### src/mrs_pkg.sv
package mrs_pkg;

  // Storage sizes
  localparam int HOLD_WORDS  = 64;
  localparam int FRAME_DEPTH = 64;
  localparam int COIL_BYTES  = 20;
  localparam int REPLY_MAX   = 64;
  localparam int JOBQ_DEPTH  = 2;

  localparam int FRAME_AW = $clog2(FRAME_DEPTH);
  localparam int FLEN_W   = FRAME_AW + 1;
  localparam int HOLD_AW  = $clog2(HOLD_WORDS);
  localparam int COIL_AW  = $clog2(COIL_BYTES);
  localparam int EXP_W    = 9;
  // Coil byte index / bit counter width: covers address span plus a full data field
  localparam int CIDX_W   = 11;
  localparam int KC_W     = CIDX_W;

  // Register map
  localparam logic [15:0] REG_SPAN      = 16'd10000;
  localparam logic [15:0] COIL_MAP_BASE = 16'd100;
  localparam logic [15:0] COIL_MAP_END  = 16'd110;
  localparam logic [15:0] FORCE_LIMIT   = 16'd120;
  localparam logic [15:0] COIL_ON       = 16'hFF00;
  localparam logic [15:0] COIL_OFF      = 16'h0000;

  // Framing
  localparam int FIXED_LEN  = 8;
  localparam int LEN_EXTRA  = 9;
  localparam int FIRST_DATA = 7;
  localparam int MAX_BC     = REPLY_MAX - 5;
  localparam int MAX_WORDS  = (REPLY_MAX - 5) / 2;

  // CRC
  localparam logic [15:0] CRC_INIT = 16'hFFFF;
  localparam logic [15:0] CRC_POLY = 16'hA001;

  // Function codes
  localparam logic [7:0] FC_READ_COILS  = 8'h01;
  localparam logic [7:0] FC_READ_INPUTS = 8'h02;
  localparam logic [7:0] FC_READ_HOLD   = 8'h03;
  localparam logic [7:0] FC_READ_INREG  = 8'h04;
  localparam logic [7:0] FC_WRITE_COIL  = 8'h05;
  localparam logic [7:0] FC_WRITE_REG   = 8'h06;
  localparam logic [7:0] FC_WRITE_COILS = 8'h0F;
  localparam logic [7:0] FC_WRITE_REGS  = 8'h10;

  // Config register indexes
  localparam logic CFG_SLAVE_ADDR  = 1'b0;
  localparam logic CFG_FAULT_LIMIT = 1'b1;

  // Header byte positions
  localparam logic [2:0] HDR_LAST_READ = 3'd2;
  localparam logic [2:0] HDR_LAST_ECHO = 3'd5;

  typedef struct packed {
    logic              tick;
    logic              fault;
    logic [FLEN_W-1:0] flen;
  } job_t;

  typedef enum logic [4:0] {
    S_IDLE, S_STAT, S_CRC, S_CHECK, S_MOD, S_DISP,
    S_W5, S_WW1, S_WW2, S_M10_RD, S_M10_HI, S_M10_LO,
    S_M0F_RD, S_M0F_BIT, S_HDR, S_C_PRE, S_C_BODY,
    S_W_RD, S_W_CAP, S_W_HI, S_W_LO, S_CLO, S_CHI
  } back_state_t;

  function automatic logic [15:0] crc16_byte(input logic [15:0] c, input logic [7:0] d);
    logic [15:0] r;
    r = c ^ {8'h00, d};
    for (int b = 0; b < 8; b++) begin
      r = r[0] ? ((r >> 1) ^ CRC_POLY) : (r >> 1);
    end
    return r;
  endfunction

endpackage

### src/modbus_rtu_slave_engine.sv
// Modbus RTU slave engine. Feed it received serial bytes (op=0) and
// one-second ticks (op=1) on the input channel. The front end hunts for a
// byte equal to slave_address, frames 8 bytes (or count+9 bytes for codes
// 0x0F and 0x10) into a 64-byte frame memory and hands each finished frame or
// tick to the back end through a two-entry job queue. The back end walks the
// frame once through a byte-wide CRC-16 (poly 0xA001), then executes codes
// 1-6, 0x0F and 0x10 against a 64-word holding memory (cleared by per-word
// valid bits) and a 20-byte coil store, and streams the reply bytes with the
// CRC appended on the fly; addresses 100-109 alias coil byte pairs. Bad CRC,
// unknown codes and oversized replies give no output. Each tick yields one
// status item carrying link_fault. A finished frame passes through the queue
// pop, CRC walk, check, dispatch and modulo-10000 reduction (one subtract
// per cycle). Writes update the stores before the header goes out; reads
// stream their data after it; the CRC bytes close the reply. Coil reads first
// prime the coil read; register reads step through read, capture, high and
// low states per word; code 0x0F fetches each data byte, then writes its coil
// bits one by one; code 0x10 reads each word from the frame, then writes it
// (twice when it aliases a coil pair). The pace is set by the single
// registered read ports of the frame and holding memories and by output
// back-pressure. The next item is taken once the job queue is empty and the
// back end has gone idle. No clearing pass is needed after reset.
module modbus_rtu_slave_engine (
  input  logic       clk,
  input  logic       rst,
  input  logic       cfg_we,
  input  logic       cfg_index,
  input  logic [7:0] cfg_data,
  input  logic       in_valid,
  output logic       in_ready,
  input  logic       op,
  input  logic [7:0] rx_byte,
  output logic       out_valid,
  input  logic       out_ready,
  output logic       kind,
  output logic [7:0] tx_byte,
  output logic       last,
  output logic       link_fault
);
  import mrs_pkg::*;

  // configuration registers
  logic [7:0] slave_address;
  logic [7:0] fault_limit;

  // front end to frame memory
  logic                fr_we;
  logic [FRAME_AW-1:0] fr_waddr, fr_raddr;
  logic [7:0]          fr_wdata, fr_rdata;

  // job queue
  logic push, pop, q_valid, q_empty, back_idle;
  job_t push_job, q_job;

  always_ff @(posedge clk) begin
    if (rst) begin
      slave_address <= 8'd1;
      fault_limit   <= 8'd180;
    end else if (cfg_we) begin
      case (cfg_index)
        CFG_SLAVE_ADDR:  slave_address <= cfg_data;
        CFG_FAULT_LIMIT: fault_limit   <= cfg_data;
        default: ;
      endcase
    end
  end

  mrs_ram #(.WIDTH(8), .DEPTH(FRAME_DEPTH)) u_frame (
    .clk   (clk),
    .we    (fr_we),
    .waddr (fr_waddr),
    .wdata (fr_wdata),
    .raddr (fr_raddr),
    .rdata (fr_rdata)
  );

  mrs_front u_front (
    .clk           (clk),
    .rst           (rst),
    .in_valid      (in_valid),
    .in_ready      (in_ready),
    .op            (op),
    .rx_byte       (rx_byte),
    .slave_address (slave_address),
    .fault_limit   (fault_limit),
    .q_empty       (q_empty),
    .back_idle     (back_idle),
    .fr_we         (fr_we),
    .fr_waddr      (fr_waddr),
    .fr_wdata      (fr_wdata),
    .push          (push),
    .push_job      (push_job)
  );

  mrs_jobq u_jobq (
    .clk      (clk),
    .rst      (rst),
    .push     (push),
    .push_job (push_job),
    .pop      (pop),
    .q_valid  (q_valid),
    .q_empty  (q_empty),
    .q_job    (q_job)
  );

  mrs_back u_back (
    .clk           (clk),
    .rst           (rst),
    .slave_address (slave_address),
    .q_valid       (q_valid),
    .q_job         (q_job),
    .pop           (pop),
    .back_idle     (back_idle),
    .fr_raddr      (fr_raddr),
    .fr_rdata      (fr_rdata),
    .out_valid     (out_valid),
    .out_ready     (out_ready),
    .out_kind      (kind),
    .out_byte      (tx_byte),
    .out_last      (last),
    .out_fault     (link_fault)
  );

endmodule

### src/mrs_ram.sv
module mrs_ram #(
  parameter int WIDTH = 8,
  parameter int DEPTH = 64
) (
  input  logic                     clk,
  input  logic                     we,
  input  logic [$clog2(DEPTH)-1:0] waddr,
  input  logic [WIDTH-1:0]         wdata,
  input  logic [$clog2(DEPTH)-1:0] raddr,
  output logic [WIDTH-1:0]         rdata
);

  logic [WIDTH-1:0] mem [DEPTH];

  always_ff @(posedge clk) begin
    if (we) begin
      mem[waddr] <= wdata;
    end
    rdata <= mem[raddr];
  end

endmodule

### src/mrs_front.sv
module mrs_front (
  input  logic                   clk,
  input  logic                   rst,
  input  logic                   in_valid,
  output logic                   in_ready,
  input  logic                   op,
  input  logic [7:0]             rx_byte,
  input  logic [7:0]             slave_address,
  input  logic [7:0]             fault_limit,
  input  logic                   q_empty,
  input  logic                   back_idle,
  output logic                   fr_we,
  output logic [mrs_pkg::FRAME_AW-1:0] fr_waddr,
  output logic [7:0]             fr_wdata,
  output logic                   push,
  output mrs_pkg::job_t          push_job
);
  import mrs_pkg::*;

  logic [FLEN_W-1:0] count, count_next;
  logic [EXP_W-1:0]  exp_len, exp_len_next;
  logic              in_frame, in_frame_next;
  logic              known, known_next;
  logic [7:0]        tick_count, tick_count_next;
  logic              fault, fault_next;

  logic              accept;
  logic [8:0]        tick_inc;
  logic [FLEN_W-1:0] cnt1;
  logic [EXP_W-1:0]  exp_new;

  assign in_ready = q_empty && back_idle;
  assign accept   = in_valid && in_ready;
  assign fr_wdata = rx_byte;
  assign tick_inc = {1'b0, tick_count} + 9'd1;
  assign cnt1     = count + FLEN_W'(1);
  assign exp_new  = {1'b0, rx_byte} + EXP_W'(LEN_EXTRA);

  always_ff @(posedge clk) begin
    if (rst) begin
      count      <= '0;
      exp_len    <= '0;
      in_frame   <= 1'b0;
      known      <= 1'b0;
      tick_count <= '0;
      fault      <= 1'b0;
    end else begin
      count      <= count_next;
      exp_len    <= exp_len_next;
      in_frame   <= in_frame_next;
      known      <= known_next;
      tick_count <= tick_count_next;
      fault      <= fault_next;
    end
  end

  always_comb begin
    count_next      = count;
    exp_len_next    = exp_len;
    in_frame_next   = in_frame;
    known_next      = known;
    tick_count_next = tick_count;
    fault_next      = fault;
    fr_we           = 1'b0;
    fr_waddr        = count[FRAME_AW-1:0];
    push            = 1'b0;
    push_job        = '0;
    if (accept) begin
      if (op) begin
        if (tick_inc > {1'b0, fault_limit}) begin
          tick_count_next = '0;
          fault_next      = 1'b1;
        end else begin
          tick_count_next = tick_inc[7:0];
        end
        push           = 1'b1;
        push_job.tick  = 1'b1;
        push_job.fault = fault_next;
      end else if (!in_frame) begin
        // address hunt
        if (rx_byte == slave_address) begin
          fr_we         = 1'b1;
          fr_waddr      = '0;
          count_next    = FLEN_W'(1);
          in_frame_next = 1'b1;
          known_next    = 1'b0;
        end
      end else if (count >= FLEN_W'(FRAME_DEPTH)) begin
        in_frame_next = 1'b0;
      end else begin
        fr_we      = 1'b1;
        count_next = cnt1;
        if (!known) begin
          if (cnt1 == FLEN_W'(2) && rx_byte != FC_WRITE_REGS && rx_byte != FC_WRITE_COILS) begin
            exp_len_next = EXP_W'(FIXED_LEN);
            known_next   = 1'b1;
          end else if (cnt1 == FLEN_W'(FIRST_DATA)) begin
            exp_len_next = exp_new;
            known_next   = 1'b1;
            if (exp_new > EXP_W'(FRAME_DEPTH)) begin
              in_frame_next = 1'b0;
              known_next    = 1'b0;
            end
          end
        end else if ({{(EXP_W-FLEN_W){1'b0}}, cnt1} >= exp_len) begin
          in_frame_next   = 1'b0;
          known_next      = 1'b0;
          tick_count_next = '0;
          fault_next      = 1'b0;
          push            = 1'b1;
          push_job.flen   = exp_len[FLEN_W-1:0];
        end
      end
    end
  end

endmodule

### src/mrs_jobq.sv
module mrs_jobq (
  input  logic          clk,
  input  logic          rst,
  input  logic          push,
  input  mrs_pkg::job_t push_job,
  input  logic          pop,
  output logic          q_valid,
  output logic          q_empty,
  output mrs_pkg::job_t q_job
);
  import mrs_pkg::*;

  localparam int QAW = $clog2(JOBQ_DEPTH);

  job_t                      entry [JOBQ_DEPTH];
  logic [QAW-1:0]            wptr, rptr;
  logic [$clog2(JOBQ_DEPTH+1)-1:0] fill;
  logic                      do_push, do_pop;

  assign q_valid = (fill != '0);
  assign q_empty = !q_valid;
  assign q_job   = entry[rptr];
  assign do_pop  = pop && q_valid;
  assign do_push = push && (fill != ($clog2(JOBQ_DEPTH+1))'(JOBQ_DEPTH));

  always_ff @(posedge clk) begin
    if (rst) begin
      wptr <= '0;
      rptr <= '0;
      fill <= '0;
    end else begin
      if (do_push) begin
        wptr <= (wptr == QAW'(JOBQ_DEPTH - 1)) ? '0 : wptr + QAW'(1);
      end
      if (do_pop) begin
        rptr <= (rptr == QAW'(JOBQ_DEPTH - 1)) ? '0 : rptr + QAW'(1);
      end
      if (do_push && !do_pop) begin
        fill <= fill + 1'b1;
      end else if (do_pop && !do_push) begin
        fill <= fill - 1'b1;
      end
    end
  end

  always_ff @(posedge clk) begin
    if (do_push) begin
      entry[wptr] <= push_job;
    end
  end

endmodule

### src/mrs_back.sv
module mrs_back (
  input  logic                         clk,
  input  logic                         rst,
  input  logic [7:0]                   slave_address,
  input  logic                         q_valid,
  input  mrs_pkg::job_t                q_job,
  output logic                         pop,
  output logic                         back_idle,
  output logic [mrs_pkg::FRAME_AW-1:0] fr_raddr,
  input  logic [7:0]                   fr_rdata,
  output logic                         out_valid,
  input  logic                         out_ready,
  output logic                         out_kind,
  output logic [7:0]                   out_byte,
  output logic                         out_last,
  output logic                         out_fault
);
  import mrs_pkg::*;

  back_state_t state, state_next;

  logic [FRAME_AW-1:0] ptr, ptr_next;
  logic [FLEN_W-1:0]   flen, flen_next;
  logic                jfault, jfault_next;
  logic [7:0]          code, code_next, ahi, ahi_next, alo, alo_next;
  logic [7:0]          nhi, nhi_next, nlo, nlo_next, cnt, cnt_next;
  logic [15:0]         got, got_next, crc, crc_next, addr, addr_next;
  logic [KC_W-1:0]     kc, kc_next, lim, lim_next;
  logic [7:0]          third, third_next;
  logic                echo, echo_next;
  logic [2:0]          hidx, hidx_next;
  logic [7:0]          whi, whi_next, wlo, wlo_next, cprev, cprev_next;
  logic [15:0]         word, word_next;
  logic [CIDX_W-1:0]   cidx, cidx_next;

  logic [7:0]          coil [COIL_BYTES];
  logic [HOLD_WORDS-1:0] hvalid;

  // coil store ports
  logic [CIDX_W-1:0]   crd_idx, cw_idx;
  logic [7:0]          coil_rd, cw_data;
  logic                cw_en;

  // holding store ports
  logic                hram_we;
  logic [HOLD_AW-1:0]  hram_waddr, hram_raddr;
  logic [15:0]         hram_wdata, hram_rdata;

  // output stage
  logic                can_emit, out_load, ok, ol;
  logic [7:0]          ob;

  logic [15:0]         num, aoff, bidx;
  logic [FLEN_W-1:0]   n_crc;
  logic                a_hold, a_map;
  logic [CIDX_W-1:0]   map_lo_idx, map_hi_idx;
  logic [13:0]         bc;
  logic [10:0]         bits_avail;
  logic [6:0]          words_avail;
  logic [KC_W:0]       pos10;
  logic [7:0]          hdr_byte, cbody, cmask;
  logic [15:0]         cw16;
  logic [2:0]          hlast;

  mrs_ram #(.WIDTH(16), .DEPTH(HOLD_WORDS)) u_hold (
    .clk   (clk),
    .we    (hram_we),
    .waddr (hram_waddr),
    .wdata (hram_wdata),
    .raddr (hram_raddr),
    .rdata (hram_rdata)
  );

  assign num        = {nhi, nlo};
  assign n_crc      = flen - FLEN_W'(2);
  assign a_hold     = addr < 16'(HOLD_WORDS);
  assign a_map      = (addr >= COIL_MAP_BASE) && (addr < COIL_MAP_END);
  assign aoff       = addr - COIL_MAP_BASE;
  assign map_lo_idx = {aoff[CIDX_W-2:0], 1'b0};
  assign map_hi_idx = {aoff[CIDX_W-2:0], 1'b1};
  assign bidx       = addr + {{(16-KC_W){1'b0}}, kc};
  assign bc         = 14'(({1'b0, num} + 17'd7) >> 3);
  assign bits_avail = {cnt, 3'b000};
  assign words_avail = cnt[7:1];
  assign pos10      = (KC_W+1)'(FIRST_DATA) + {kc, 1'b0};
  assign hlast      = echo ? HDR_LAST_ECHO : HDR_LAST_READ;
  assign coil_rd    = (crd_idx < CIDX_W'(COIL_BYTES)) ? coil[crd_idx[COIL_AW-1:0]] : 8'h00;
  assign cw16       = {coil_rd, cprev} >> addr[2:0];
  assign cmask      = (8'd1 << num[2:0]) - 8'd1;
  assign cbody      = (kc + KC_W'(1) == lim && num[2:0] != 3'd0) ? (cw16[7:0] & cmask)
                                                                : cw16[7:0];
  assign can_emit   = !out_valid || out_ready;
  assign back_idle  = (state == S_IDLE);
  assign hram_waddr = addr[HOLD_AW-1:0];
  assign hram_wdata = {whi, wlo};
  assign hram_raddr = addr[HOLD_AW-1:0];

  always_comb begin
    case (hidx)
      3'd0:    hdr_byte = slave_address;
      3'd1:    hdr_byte = code;
      3'd2:    hdr_byte = third;
      3'd3:    hdr_byte = alo;
      3'd4:    hdr_byte = nhi;
      default: hdr_byte = nlo;
    endcase
  end

  always_ff @(posedge clk) begin
    if (rst) begin
      state     <= S_IDLE;
      out_valid <= 1'b0;
      hvalid    <= '0;
      for (int i = 0; i < COIL_BYTES; i++) begin
        coil[i] <= 8'h00;
      end
    end else begin
      state <= state_next;
      if (out_load) begin
        out_valid <= 1'b1;
      end else if (out_ready) begin
        out_valid <= 1'b0;
      end
      if (hram_we) begin
        hvalid[hram_waddr] <= 1'b1;
      end
      if (cw_en && cw_idx < CIDX_W'(COIL_BYTES)) begin
        coil[cw_idx[COIL_AW-1:0]] <= cw_data;
      end
    end
  end

  always_ff @(posedge clk) begin
    ptr <= ptr_next;   flen <= flen_next;   jfault <= jfault_next;
    code <= code_next; ahi <= ahi_next;     alo <= alo_next;
    nhi <= nhi_next;   nlo <= nlo_next;     cnt <= cnt_next;
    got <= got_next;   crc <= crc_next;     addr <= addr_next;
    kc <= kc_next;     lim <= lim_next;     third <= third_next;
    echo <= echo_next; hidx <= hidx_next;   whi <= whi_next;
    wlo <= wlo_next;   word <= word_next;   cprev <= cprev_next;
    cidx <= cidx_next;
    if (out_load) begin
      out_kind  <= ok;
      out_byte  <= ob;
      out_last  <= ol;
      out_fault <= jfault;
    end
  end

  always_comb begin
    state_next = state;
    ptr_next = ptr;     flen_next = flen;   jfault_next = jfault;
    code_next = code;   ahi_next = ahi;     alo_next = alo;
    nhi_next = nhi;     nlo_next = nlo;     cnt_next = cnt;
    got_next = got;     crc_next = crc;     addr_next = addr;
    kc_next = kc;       lim_next = lim;     third_next = third;
    echo_next = echo;   hidx_next = hidx;   whi_next = whi;
    wlo_next = wlo;     word_next = word;   cprev_next = cprev;
    cidx_next = cidx;
    pop      = 1'b0;
    fr_raddr = ptr;
    crd_idx  = '0;
    cw_en    = 1'b0;
    cw_idx   = '0;
    cw_data  = 8'h00;
    hram_we  = 1'b0;
    out_load = 1'b0;
    ok       = 1'b0;
    ob       = 8'h00;
    ol       = 1'b0;

    unique case (state)
      S_IDLE: begin
        if (q_valid) begin
          pop         = 1'b1;
          jfault_next = q_job.fault;
          flen_next   = q_job.flen;
          if (q_job.tick) begin
            state_next = S_STAT;
          end else begin
            fr_raddr   = '0;
            ptr_next   = '0;
            crc_next   = CRC_INIT;
            state_next = S_CRC;
          end
        end
      end
      S_STAT: begin
        if (can_emit) begin
          out_load   = 1'b1;
          ok         = 1'b1;
          ol         = 1'b1;
          state_next = S_IDLE;
        end
      end
      S_CRC: begin
        // walk the frame once: CRC over the body, capture header and check bytes
        if ({1'b0, ptr} < n_crc) begin
          crc_next = crc16_byte(crc, fr_rdata);
        end
        if ({1'b0, ptr} == n_crc) begin
          got_next[7:0] = fr_rdata;
        end
        if ({1'b0, ptr} == n_crc + FLEN_W'(1)) begin
          got_next[15:8] = fr_rdata;
        end
        case (ptr)
          FRAME_AW'(1): code_next = fr_rdata;
          FRAME_AW'(2): ahi_next  = fr_rdata;
          FRAME_AW'(3): alo_next  = fr_rdata;
          FRAME_AW'(4): nhi_next  = fr_rdata;
          FRAME_AW'(5): nlo_next  = fr_rdata;
          FRAME_AW'(6): cnt_next  = fr_rdata;
          default: ;
        endcase
        if ({1'b0, ptr} == flen - FLEN_W'(1)) begin
          state_next = S_CHECK;
        end else begin
          fr_raddr = ptr + FRAME_AW'(1);
          ptr_next = ptr + FRAME_AW'(1);
        end
      end
      S_CHECK: begin
        if (got != crc) begin
          state_next = S_IDLE;
        end else begin
          addr_next  = {ahi, alo};
          state_next = S_MOD;
        end
      end
      S_MOD: begin
        if (addr >= REG_SPAN) begin
          addr_next = addr - REG_SPAN;
        end else begin
          state_next = S_DISP;
        end
      end
      S_DISP: begin
        kc_next    = '0;
        echo_next  = 1'b1;
        third_next = ahi;
        unique case (code) inside
          FC_READ_COILS, FC_READ_INPUTS: begin
            echo_next  = 1'b0;
            third_next = bc[7:0];
            lim_next   = bc[KC_W-1:0];
            state_next = (bc > 14'(MAX_BC)) ? S_IDLE : S_HDR;
          end
          FC_READ_HOLD, FC_READ_INREG: begin
            echo_next  = 1'b0;
            third_next = {nlo[6:0], 1'b0};
            lim_next   = {{(KC_W-8){1'b0}}, nlo};
            state_next = (nlo > 8'(MAX_WORDS)) ? S_IDLE : S_HDR;
          end
          FC_WRITE_COIL: begin
            state_next = S_W5;
          end
          FC_WRITE_REG: begin
            whi_next   = nhi;
            wlo_next   = nlo;
            lim_next   = KC_W'(1);
            state_next = S_WW1;
          end
          FC_WRITE_COILS: begin
            lim_next   = (num > {5'b0, bits_avail}) ? bits_avail : num[KC_W-1:0];
            state_next = (num == 16'h0 || bits_avail == '0) ? S_HDR : S_M0F_RD;
          end
          FC_WRITE_REGS: begin
            lim_next   = (num > {9'b0, words_avail}) ? {4'b0, words_avail} : num[KC_W-1:0];
            state_next = (num == 16'h0 || words_avail == '0) ? S_HDR : S_M10_RD;
          end
          default: state_next = S_IDLE;
        endcase
      end
      S_W5: begin
        crd_idx = addr[3+CIDX_W-1:3];
        cw_idx  = addr[3+CIDX_W-1:3];
        if (addr < FORCE_LIMIT && (num == COIL_ON || num == COIL_OFF)) begin
          cw_en   = 1'b1;
          cw_data = (num == COIL_ON) ? (coil_rd | (8'd1 << addr[2:0]))
                                     : (coil_rd & ~(8'd1 << addr[2:0]));
        end
        state_next = S_HDR;
      end
      S_WW1, S_WW2: begin
        logic done;
        done = 1'b1;
        if (state == S_WW1) begin
          if (a_hold) begin
            hram_we = 1'b1;
          end else if (a_map) begin
            cw_en   = 1'b1;
            cw_idx  = map_lo_idx;
            cw_data = wlo;
            done    = 1'b0;
          end
        end else begin
          cw_en   = 1'b1;
          cw_idx  = map_hi_idx;
          cw_data = whi;
        end
        if (!done) begin
          state_next = S_WW2;
        end else begin
          kc_next    = kc + KC_W'(1);
          addr_next  = addr + 16'd1;
          state_next = (kc + KC_W'(1) == lim) ? S_HDR : S_M10_RD;
        end
      end
      S_M10_RD: begin
        fr_raddr   = pos10[FRAME_AW-1:0];
        state_next = S_M10_HI;
      end
      S_M10_HI: begin
        whi_next   = fr_rdata;
        fr_raddr   = pos10[FRAME_AW-1:0] + FRAME_AW'(1);
        state_next = S_M10_LO;
      end
      S_M10_LO: begin
        wlo_next   = fr_rdata;
        state_next = S_WW1;
      end
      S_M0F_RD, S_M0F_BIT: begin
        fr_raddr = FRAME_AW'(FIRST_DATA) + kc[FRAME_AW+2:3];
        if (state == S_M0F_RD) begin
          state_next = S_M0F_BIT;
        end else begin
          crd_idx = bidx[3+CIDX_W-1:3];
          cw_idx  = bidx[3+CIDX_W-1:3];
          cw_en   = 1'b1;
          cw_data = fr_rdata[kc[2:0]] ? (coil_rd | (8'd1 << bidx[2:0]))
                                      : (coil_rd & ~(8'd1 << bidx[2:0]));
          kc_next = kc + KC_W'(1);
          if (kc + KC_W'(1) == lim) begin
            state_next = S_HDR;
          end else if (kc[2:0] == 3'd7) begin
            state_next = S_M0F_RD;
          end
        end
      end
      S_HDR: begin
        if (can_emit) begin
          out_load  = 1'b1;
          ob        = hdr_byte;
          crc_next  = crc16_byte(crc, hdr_byte);
          hidx_next = hidx + 3'd1;
          if (hidx == hlast) begin
            if (echo || lim == '0) begin
              state_next = S_CLO;
            end else if (code == FC_READ_COILS || code == FC_READ_INPUTS) begin
              state_next = S_C_PRE;
            end else begin
              state_next = S_W_RD;
            end
          end
        end
      end
      S_C_PRE: begin
        crd_idx    = addr[3+CIDX_W-1:3];
        cprev_next = coil_rd;
        cidx_next  = addr[3+CIDX_W-1:3] + CIDX_W'(1);
        state_next = S_C_BODY;
      end
      S_C_BODY: begin
        crd_idx = cidx;
        if (can_emit) begin
          out_load   = 1'b1;
          ob         = cbody;
          crc_next   = crc16_byte(crc, cbody);
          cprev_next = coil_rd;
          cidx_next  = cidx + CIDX_W'(1);
          kc_next    = kc + KC_W'(1);
          if (kc + KC_W'(1) == lim) begin
            state_next = S_CLO;
          end
        end
      end
      S_W_RD: begin
        crd_idx    = map_lo_idx;
        wlo_next   = coil_rd;
        state_next = S_W_CAP;
      end
      S_W_CAP: begin
        crd_idx = map_hi_idx;
        if (a_hold) begin
          word_next = hvalid[hram_raddr] ? hram_rdata : 16'h0;
        end else if (a_map) begin
          word_next = {coil_rd, wlo};
        end else begin
          word_next = 16'h0;
        end
        state_next = S_W_HI;
      end
      S_W_HI: begin
        if (can_emit) begin
          out_load   = 1'b1;
          ob         = word[15:8];
          crc_next   = crc16_byte(crc, word[15:8]);
          state_next = S_W_LO;
        end
      end
      S_W_LO: begin
        if (can_emit) begin
          out_load   = 1'b1;
          ob         = word[7:0];
          crc_next   = crc16_byte(crc, word[7:0]);
          addr_next  = addr + 16'd1;
          kc_next    = kc + KC_W'(1);
          state_next = (kc + KC_W'(1) == lim) ? S_CLO : S_W_RD;
        end
      end
      S_CLO: begin
        if (can_emit) begin
          out_load   = 1'b1;
          ob         = crc[7:0];
          state_next = S_CHI;
        end
      end
      S_CHI: begin
        if (can_emit) begin
          out_load   = 1'b1;
          ob         = crc[15:8];
          ol         = 1'b1;
          state_next = S_IDLE;
        end
      end
      default: state_next = S_IDLE;
    endcase

    // fresh reply CRC and header counter on entry to the header
    if (state != S_HDR && state_next == S_HDR) begin
      crc_next  = CRC_INIT;
      hidx_next = '0;
      kc_next   = '0;
    end
  end

  a_status_last: assert property (@(posedge clk) disable iff (rst)
    (out_valid && out_kind) |-> (out_last && out_byte == 8'h00))
    else $error("status item without last or with data");

  a_crc_hi_done: assert property (@(posedge clk) disable iff (rst)
    (state == S_CHI && can_emit) |=> (state == S_IDLE && out_valid && out_last))
    else $error("reply did not close after CRC high byte");

  a_hold_range: assert property (@(posedge clk) disable iff (rst)
    hram_we |-> (state == S_WW1 && addr < 16'(HOLD_WORDS)))
    else $error("holding write outside holding range");

  a_pop_idle: assert property (@(posedge clk) disable iff (rst)
    pop |-> (state == S_IDLE && q_valid))
    else $error("queue popped while busy");

endmodule

### config.mk
export PLATFORM = sky130hd
export DESIGN_NAME = modbus_rtu_slave_engine
export DESIGN_NICKNAME = d
export VERILOG_FILES = /design/src/mrs_pkg.sv /design/src/modbus_rtu_slave_engine.sv /design/src/mrs_ram.sv /design/src/mrs_front.sv /design/src/mrs_jobq.sv /design/src/mrs_back.sv
export SDC_FILE = /design/constraint.sdc
export NUM_CORES = 2
export LEC_CHECK = 0
export ABC_AREA = 1
export BUFFER_PORTS_ARGS = -buffer_cell sky130_fd_sc_hd__buf_2
export CAP_MARGIN = 20
export CORE_ASPECT_RATIO = 1.2
export CORE_MARGIN = 2
export CORE_UTILIZATION = 60
export DETAILED_ROUTE_END_ITERATION = 8
export PLACE_DENSITY = 0.76
export SYNTH_ARGS = -nofsm -noshare
export SYNTH_HDL_FRONTEND = slang
export SYNTH_SLANG_ARGS = --single-unit
### constraint.sdc
create_clock -name clk -period 7.2 [get_ports clk]
set_clock_uncertainty 0.15 [all_clocks]
set_input_delay 0.36 -clock clk [delete_from_list [all_inputs] [get_ports clk]]
set_output_delay 0.36 -clock clk [all_outputs]
set_load 0.005 [all_outputs]
After elaboration in Yosys (flattened, before gate mapping)
Memories as Yosys holds them, arrays and structs flattened. A register that Yosys moved wholly into a read port is not among the register bits.
Cells that the tools add are included.
Word-level totals
  flip-flop bits (word level): 323
  RAM bits: 1714
  input port bits: 23
  output and inout bits: 13
  memories kept: 4
Memories
  u_back.u_hold.mem: depth 64, bits a word 16, rd ports 1, clocked after Yosys merged registers in 1, wr ports 1, RTL line mrs_ram.sv:13  | logic [WIDTH-1:0] mem [DEPTH];
  u_frame.mem: depth 64, bits a word 8, rd ports 1, clocked after Yosys merged registers in 1, wr ports 1, RTL line mrs_ram.sv:13
  u_back.coil: depth 20, bits a word 8, rd ports 1, clocked after Yosys merged registers in 0, wr ports 20, RTL line mrs_back.sv:36  | logic [7:0] coil [COIL_BYTES];
  u_jobq.entry: depth 2, bits a word 9, rd ports 1, clocked after Yosys merged registers in 1, wr ports 1, RTL line mrs_jobq.sv:15  | job_t entry [JOBQ_DEPTH];
Cells by class
  add/subtract/negate cells: 24
  magnitude comparators: 19
  equality and inequality tests: 71
  shifts and indexed selects: 4
  mux-type cells: 227
  bitwise gates (word level): 57
  reduce and logical (&&, ||, !) cells: 80
Operators with widths (number)
  $mux 16: 54
  $mux 8: 25
  $not 2->3: 40
  $mux 11: 10
  $pmux 11 s5: 2
  $pmux 5 s20: 1
  $pmux 16 s6: 1
  $mux 5: 18
  $xor 16x8->16: 5
  $mux 1: 68
  $or 64x64->64: 1
  $pmux 16 s4: 1
  $mux 7: 8
  $lt 16x7->1 const B: 3
  $pmux 8 s2: 3
  $pmux 8 s3: 2
  $pmux 8 s6: 1
  $eq 5x4->1 const B: 9
  $pmux 11 s4: 1
  $mux 6: 7
  $pmux 8 s5: 1
  $eq 5x5->1 const B: 7
  $reduce_and 2->1: 17
  $add 11x1->11 const B: 3
  99 further kinds: 194

Logic depth before layout (Yosys ltp)
  depth in word-level cells: 27
  depth in mapped cells: 39
  gate-level depth less buffers: 38

Cells and area by module
Synthesis repeated with hierarchy kept, for this count alone.
Second synthesis, totals
  cells, all modules: 9650
  area total of the unflattened synthesis: 98580.8 um2
Modules (own cells, without submodules)
  mrs_ram (u_back.u_hold): instances 1, cells an instance 3534, area each 42140.4 um2, sequential area each 31069.8 um2
  mrs_back: instances 1, cells an instance 3758, area each 31056.0 um2, sequential area each 14974.4 um2
  mrs_ram (u_frame): instances 1, cells an instance 1805, area each 21339.2 um2, sequential area each 15534.9 um2
  mrs_front: instances 1, cells an instance 402, area each 2512.4 um2, sequential area each 540.5 um2
  mrs_jobq: instances 1, cells an instance 65, area each 895.9 um2, sequential area each 640.6 um2
  modbus_rtu_slave_engine: instances 1, cells an instance 86, area each 636.9 um2, sequential area each 320.3 um2

Least setup slack after synthesis
OpenSTA, ideal clock, no wires.
  kind: register to register
  from: register u_back.addr[3]
  to: memory u_back.coil[10][0], enable pin
  arrival: 4299 ps
  data required time: 6666 ps
  setup slack: 2367 ps
  cell stages (with the launch flop): 28
  path through: edfxtp_1 clkbuf_1 inv_1 clkbuf_1 clkbuf_1 ha_1 inv_1 nand2_1 nand2_1 nand2_1 nand2_1 inv_1 nand2_1 nand2_1 clkinv_1 nand2_1 nand2_1 inv_1 o221ai_1 nor2_1 inv_1 a211oi_1 nand2_1 nor2_1 inv_1 nor2_1 inv_2 o21ai_0
RTL lines
  from (decl): RTL line mrs_back.sv:27  | logic [15:0] got, got_next, crc, crc_next, addr, addr_next;
  from (signal assigned): RTL line mrs_back.sv:137  | got <= got_next; crc <= crc_next; addr <= addr_next;
  to (decl): RTL line mrs_back.sv:36

Worst setup path in the final report
  from: register u_back.kc[2]
  to: register u_back.crc[12]
On the way
  cells in the longest elaborated chain, start to end: 21
RTL lines
  from (decl): RTL line mrs_back.sv:28  | logic [KC_W-1:0] kc, kc_next, lim, lim_next;
  from (signal assigned): RTL line mrs_back.sv:138  | kc <= kc_next; lim <= lim_next; third <= third_next;
  $add 14x11->14 (*): RTL line mrs_back.sv:81  | assign bidx = addr + {{(16-KC_W){1'b0}}, kc};
  $mux 11 (*): RTL line mrs_back.sv:325  | if (state == S_M0F_RD) begin
  $pmux 11 s5 (*): RTL line mrs_back.sv:172  | unique case (state)
  $lt 11x5->1 / $mem_v2 20x8 (equally long branches)
  $mux 8 (*): RTL line mrs_back.sv:87  | assign coil_rd = (crd_idx < CIDX_W'(COIL_BYTES)) ? coil[crd_idx[COIL_AW-1:0]] : 8'h00;
  net u_back.coil_rd[4]: RTL line mrs_back.sv:41  | logic [7:0] coil_rd, cw_data;
  $shr 16x3->8 (*): RTL line mrs_back.sv:88  | assign cw16 = {coil_rd, cprev} >> addr[2:0];
  $and 8x8->8: RTL line mrs_back.sv:90  | assign cbody = (kc + KC_W'(1) == lim && num[2:0] != 3'd0) ? (cw16[7:0] & cmask)
  $mux 8 (*): RTL line mrs_back.sv:90
  $xor 16x8->16 (*): RTL line mrs_pkg.sv:71  | r = c ^ {8'h00, d};
  $mux 16 (*) (3 in a row): RTL line mrs_pkg.sv:73  | r = r[0] ? ((r >> 1) ^ CRC_POLY) : (r >> 1);
  $not 2->3 (no source line) / $mux 16 (equally long branches)
  $mux 16 (*) (3 in a row): RTL line mrs_pkg.sv:73
  $not 2->3 (no source line)
  $mux 16 (*) (2 in a row): RTL line mrs_pkg.sv:73
  $mux 16 (*): RTL line mrs_back.sv:366  | if (can_emit) begin
  $pmux 16 s6 (*): RTL line mrs_back.sv:172
  to (signal assigned): RTL line mrs_back.sv:137
  to (decl): RTL line mrs_back.sv:27
The timed path passes the listed nets; every way through them passes the cells marked *. The select of a mux whose other input is x is not followed.
A chain may end at the register's enable or synchronous reset.

==> impl_results.md <==
* Post-layout util at approximately two thirds
* Site Rows at approximately 160
* Clock sink total at around 2100
* Total GRT Usage at roughly 34%
* Synth cell types at 70
* #FFs+latches synth at about 2100
* HP Class: input pin to flip-flop
* Outcome: finished clean
* Wire length of the first global-routing pass at just under 400000 um
* HPWL after DPL at 167000 um
* Final period utilization at between 80 and 90%
* Combinational Power Share at roughly a quarter
* Yosys top cell area share at 64.4%
* Pins over their slew limit at 0
* Synth Cell Area at 91100 um^2
* CP bufs+invs at 3
* Initial antenna violation count at 4
* Max Freq at 0.170 GHz
* Cell family with most CP delay: simple AND/OR/NAND/NOR gates
* Pleak at around 36 nW
* DIE AREA at 155000 um^2
* CP most frequent cell: nand2_1
* CP required at between 7000 and 8000 ps
* Final ANT Viol Nets at 0
* CP Capture Type: flip-flop
* Tmin final at between 5000 and 6000 ps
* Synth top cells by count: edfxtp_1 (1954), nand2_1 (1194), nor2_1 (806), inv_1 (599), nand3_1 (433)
* Post-DR wirelength/cell at roughly 27 um
* Largest net degree at the start of global routing at between 100 and 150
* Crit path kind: flip-flop to flip-flop
* Total power draw at approximately 33 mW
* Post-CTS sizing at 0
* Die Y at roughly 430 um
* Syn. warnings at 0
* Power density over the cells at between 300 and 400 nW/um^2
* Pre-CTS setup slack at 1530 ps
* Slowest cell on the critical path: dfxtp_1
* Final setup violation count at 0
* Max VDD drop at ~450 uV
* Unrepaired setup endpoints after global routing: false
* Die width at around 360 um
* Vias at about 64000
* Max cap viols at 0
* Reg2reg end: u_back.crc[12]$_SDFFE_PP1P_
* Syn_area_per_cell at 11.8 um^2
* Longest Clk Path Bufs at 3
* Area grow syn2layout at 11.4%
* Slowest stage delay, CP at 660 ps
* Ports at 36
* Mapped Cells at 7694
* Clock power share at about a third
* Hold Crit Start: rx_byte[2]
* Remaining global-route overflow at 0
* Nets at about 8000
* Clock Tree Root: clkbuf_16
* Placeable core region at between 150000 and 200000 um^2
* Register area share after synthesis at between 60% and 70%
* Worst-margin pin slew at between 1000 and 1500 ps
* Switching power at between 10 and 15 mW
* Main synth FF type: edfxtp_1
* DRC Markers at 0
* Drt pass-1 iters at 9
* Fin. Hold Viols at 0
* Placed cell count at roughly 9600
* Sw Share at between 30% and 40%
* Fin Setup TNS at 0 ps
* Post-synth EDFFs at 1954
* Share of flip-flops with an asynchronous set or reset at 0%
* Num CTS Buffers at about 190
* Final WL at about 270000 um
* Seq pwr share at between 40 and 50%
* DRT iter0 DRCs at between 8000 and 9000
* Vias per cell at roughly 6.5
* Cell Count, Final, Fillers Out at roughly 10000
* Int Power at roughly 22 mW
* CTS tree: built
* Initial core utilization at about three fifths
* Routability Congestion at roughly 1.0
* R2r startpoint: u_back.kc[2]$_SDFFE_PP0P_
* Synth area leader: edfxtp_1
* Vias in the first global route at 62000
* H-tree depth at 4
* R2R cell count at 26
* Slew margin rel. at roughly a quarter
* Critical Path AT at ~6400 ps
* Top cells by area, synth: edfxtp_1 (64%), nand2_1 (4.9%), dfxtp_1 (3.8%), nor2_1 (3.3%), inv_1 (2.5%)
* Hold Path End: u_front.exp_len[3]$_SDFFE_PP0P_
* Crit Path Max Fanout at 43
* Clk Latency, worst-skew pair at a little under 900 ps
* Reg-to-reg slack, setup at ~1300 ps
* Layout cells sized above 1 at under 10%
* IO buf count at 35
* Most common cell in the synthesized netlist: edfxtp_1
* Final worst slack at 1310 ps
* CP Launch Type: flip-flop
* Hold path depth at 7
* CTS clock-pin slew for the worst setup and hold paths at approximately 60 ps
==> power by group through the flow <==
stage          Sequential [mW]  Combinational [mW]  Clock (mW)
3_3_place_gp              14.4                7.87           0
2_1_floorplan             14.2                5.62           0
5_1_grt                   14.2                8.93        11.2
6_report                  14.2                8.29        10.7
4_1_cts                   14.2                8.12        10.7
3_5_place_dp              14.4                8.04           0
==> placed cells by master, fill, tap and decap left out, drive strengths merged, types with 140 or more instances in the layout <==
cell / n
a21oi: 199
buf: 248
clkbuf: 260
dfxtp: 172
edfxtp: 1954
inv: 623
nand2: 1204
nand3: 439
nand4: 184
nor2: 818
o211ai: 140
o21ai: 345
==> worst min-delay path: cells and delay by family <==
family	cells	cell delay, ps
buffers and inverters	2	290
AOI/OAI and AO/OA	1	60
and+or+nand+nor	4	330
==> stage by stage <==
| stage | area (um^2) | hold slack [ps] |
|---|---|---|
| final | 101000 | 88.4 |
| after global routing | 101000 | 92.6 |
| after CTS | 101000 | 10.1 |
| after detailed placement | 94400 | 301 |
| after global placement | 94300 | 285 |
| after floorplan | 91400 | 250 |
==> cell type report <==
type	count	area [um^2]
antenna	4	10.0
clock buffer	256	5370
clock inverter	111	1280
fill	10600	49200
inverter	629	2370
multi-input combinational	4610	25500
sequential	2126	62100
tap	1975	2470
timing repair buffer	284	2350
==> how the worst max path moves through the flow <==
stage                                             to                       from  slack, ps  depth (start not counted)
CTS                      u_back.crc[12]$_SDFFE_PP1P_  u_back.kc[2]$_SDFFE_PP0P_       1520                         26
floorplan           u_back.coil[10][0]$_SDFFCE_PN0P_   u_back.addr[3]$_DFFE_PP_       2370                         27
detailed placement       u_back.crc[12]$_SDFFE_PP1P_  u_back.kc[2]$_SDFFE_PP0P_       1530                         26
finish                   u_back.crc[12]$_SDFFE_PP1P_  u_back.kc[2]$_SDFFE_PP0P_       1310                         26
global placement         u_back.crc[12]$_SDFFE_PP1P_   u_back.addr[1]$_DFFE_PP_       1590                         29
global route             u_back.crc[12]$_SDFFE_PP1P_  u_back.kc[2]$_SDFFE_PP0P_        960                         26
==> layer usage <==
metal  share of wire, %  global-route usage, %  up-vias
met5             0.0049                      0        -
met4                5.8                   18.2        2
met3                 10                   5.99      798
met2                 48                   55.0     4099
met1                 36                   43.7    31200
li1                   -                      -    28400
==> kinds of logic (layout without fill, tap and decap cells) <==
family | count (synthesis) | in the layout | share of synthesized area, %
adder cells (fa/ha/maj) | 91 | 91 | 1.26
multiplexers | 9 | 9 | 0.111
buffers and inverters | 1021 | 1280 | 4.34
XOR/XNOR | 151 | 151 | 1.45
AO/OA/AOI/OAI | 1522 | 1522 | 11.7
other | 1 | 68 | 0.00411
flip-flops | 2126 | 2126 | 68.2
AND/OR/NAND/NOR | 2773 | 2773 | 13.0
==> state kept, by name, indices dropped and copies added (netlist names), 9 cells and up, named ones only <==
| register | cells |
|---|---|
| u_back.u_hold.mem | 1024 |
| u_frame.mem | 512 |
| u_back.coil | 224 |
| u_back.hvalid | 64 |
| u_jobq.entry | 18 |
| u_back.addr | 16 |
| u_back.crc | 16 |
| u_back.got | 16 |
| u_back.u_hold.rdata | 16 |
| u_back.word | 16 |
| u_back.cidx | 11 |
| u_back.kc | 11 |
| u_back.lim | 11 |
| u_front.exp_len | 9 |
==> what timing repair did <==
| action | CTS | global route |
|---|---|---|
| hold buffers | 32 | 0 |
| setup endpoints to repair | 0 | 0 |
| hold endpoints to repair | 82 | 0 |
| setup buffers | 0 | 0 |
(Power assumes the default switching activity.)
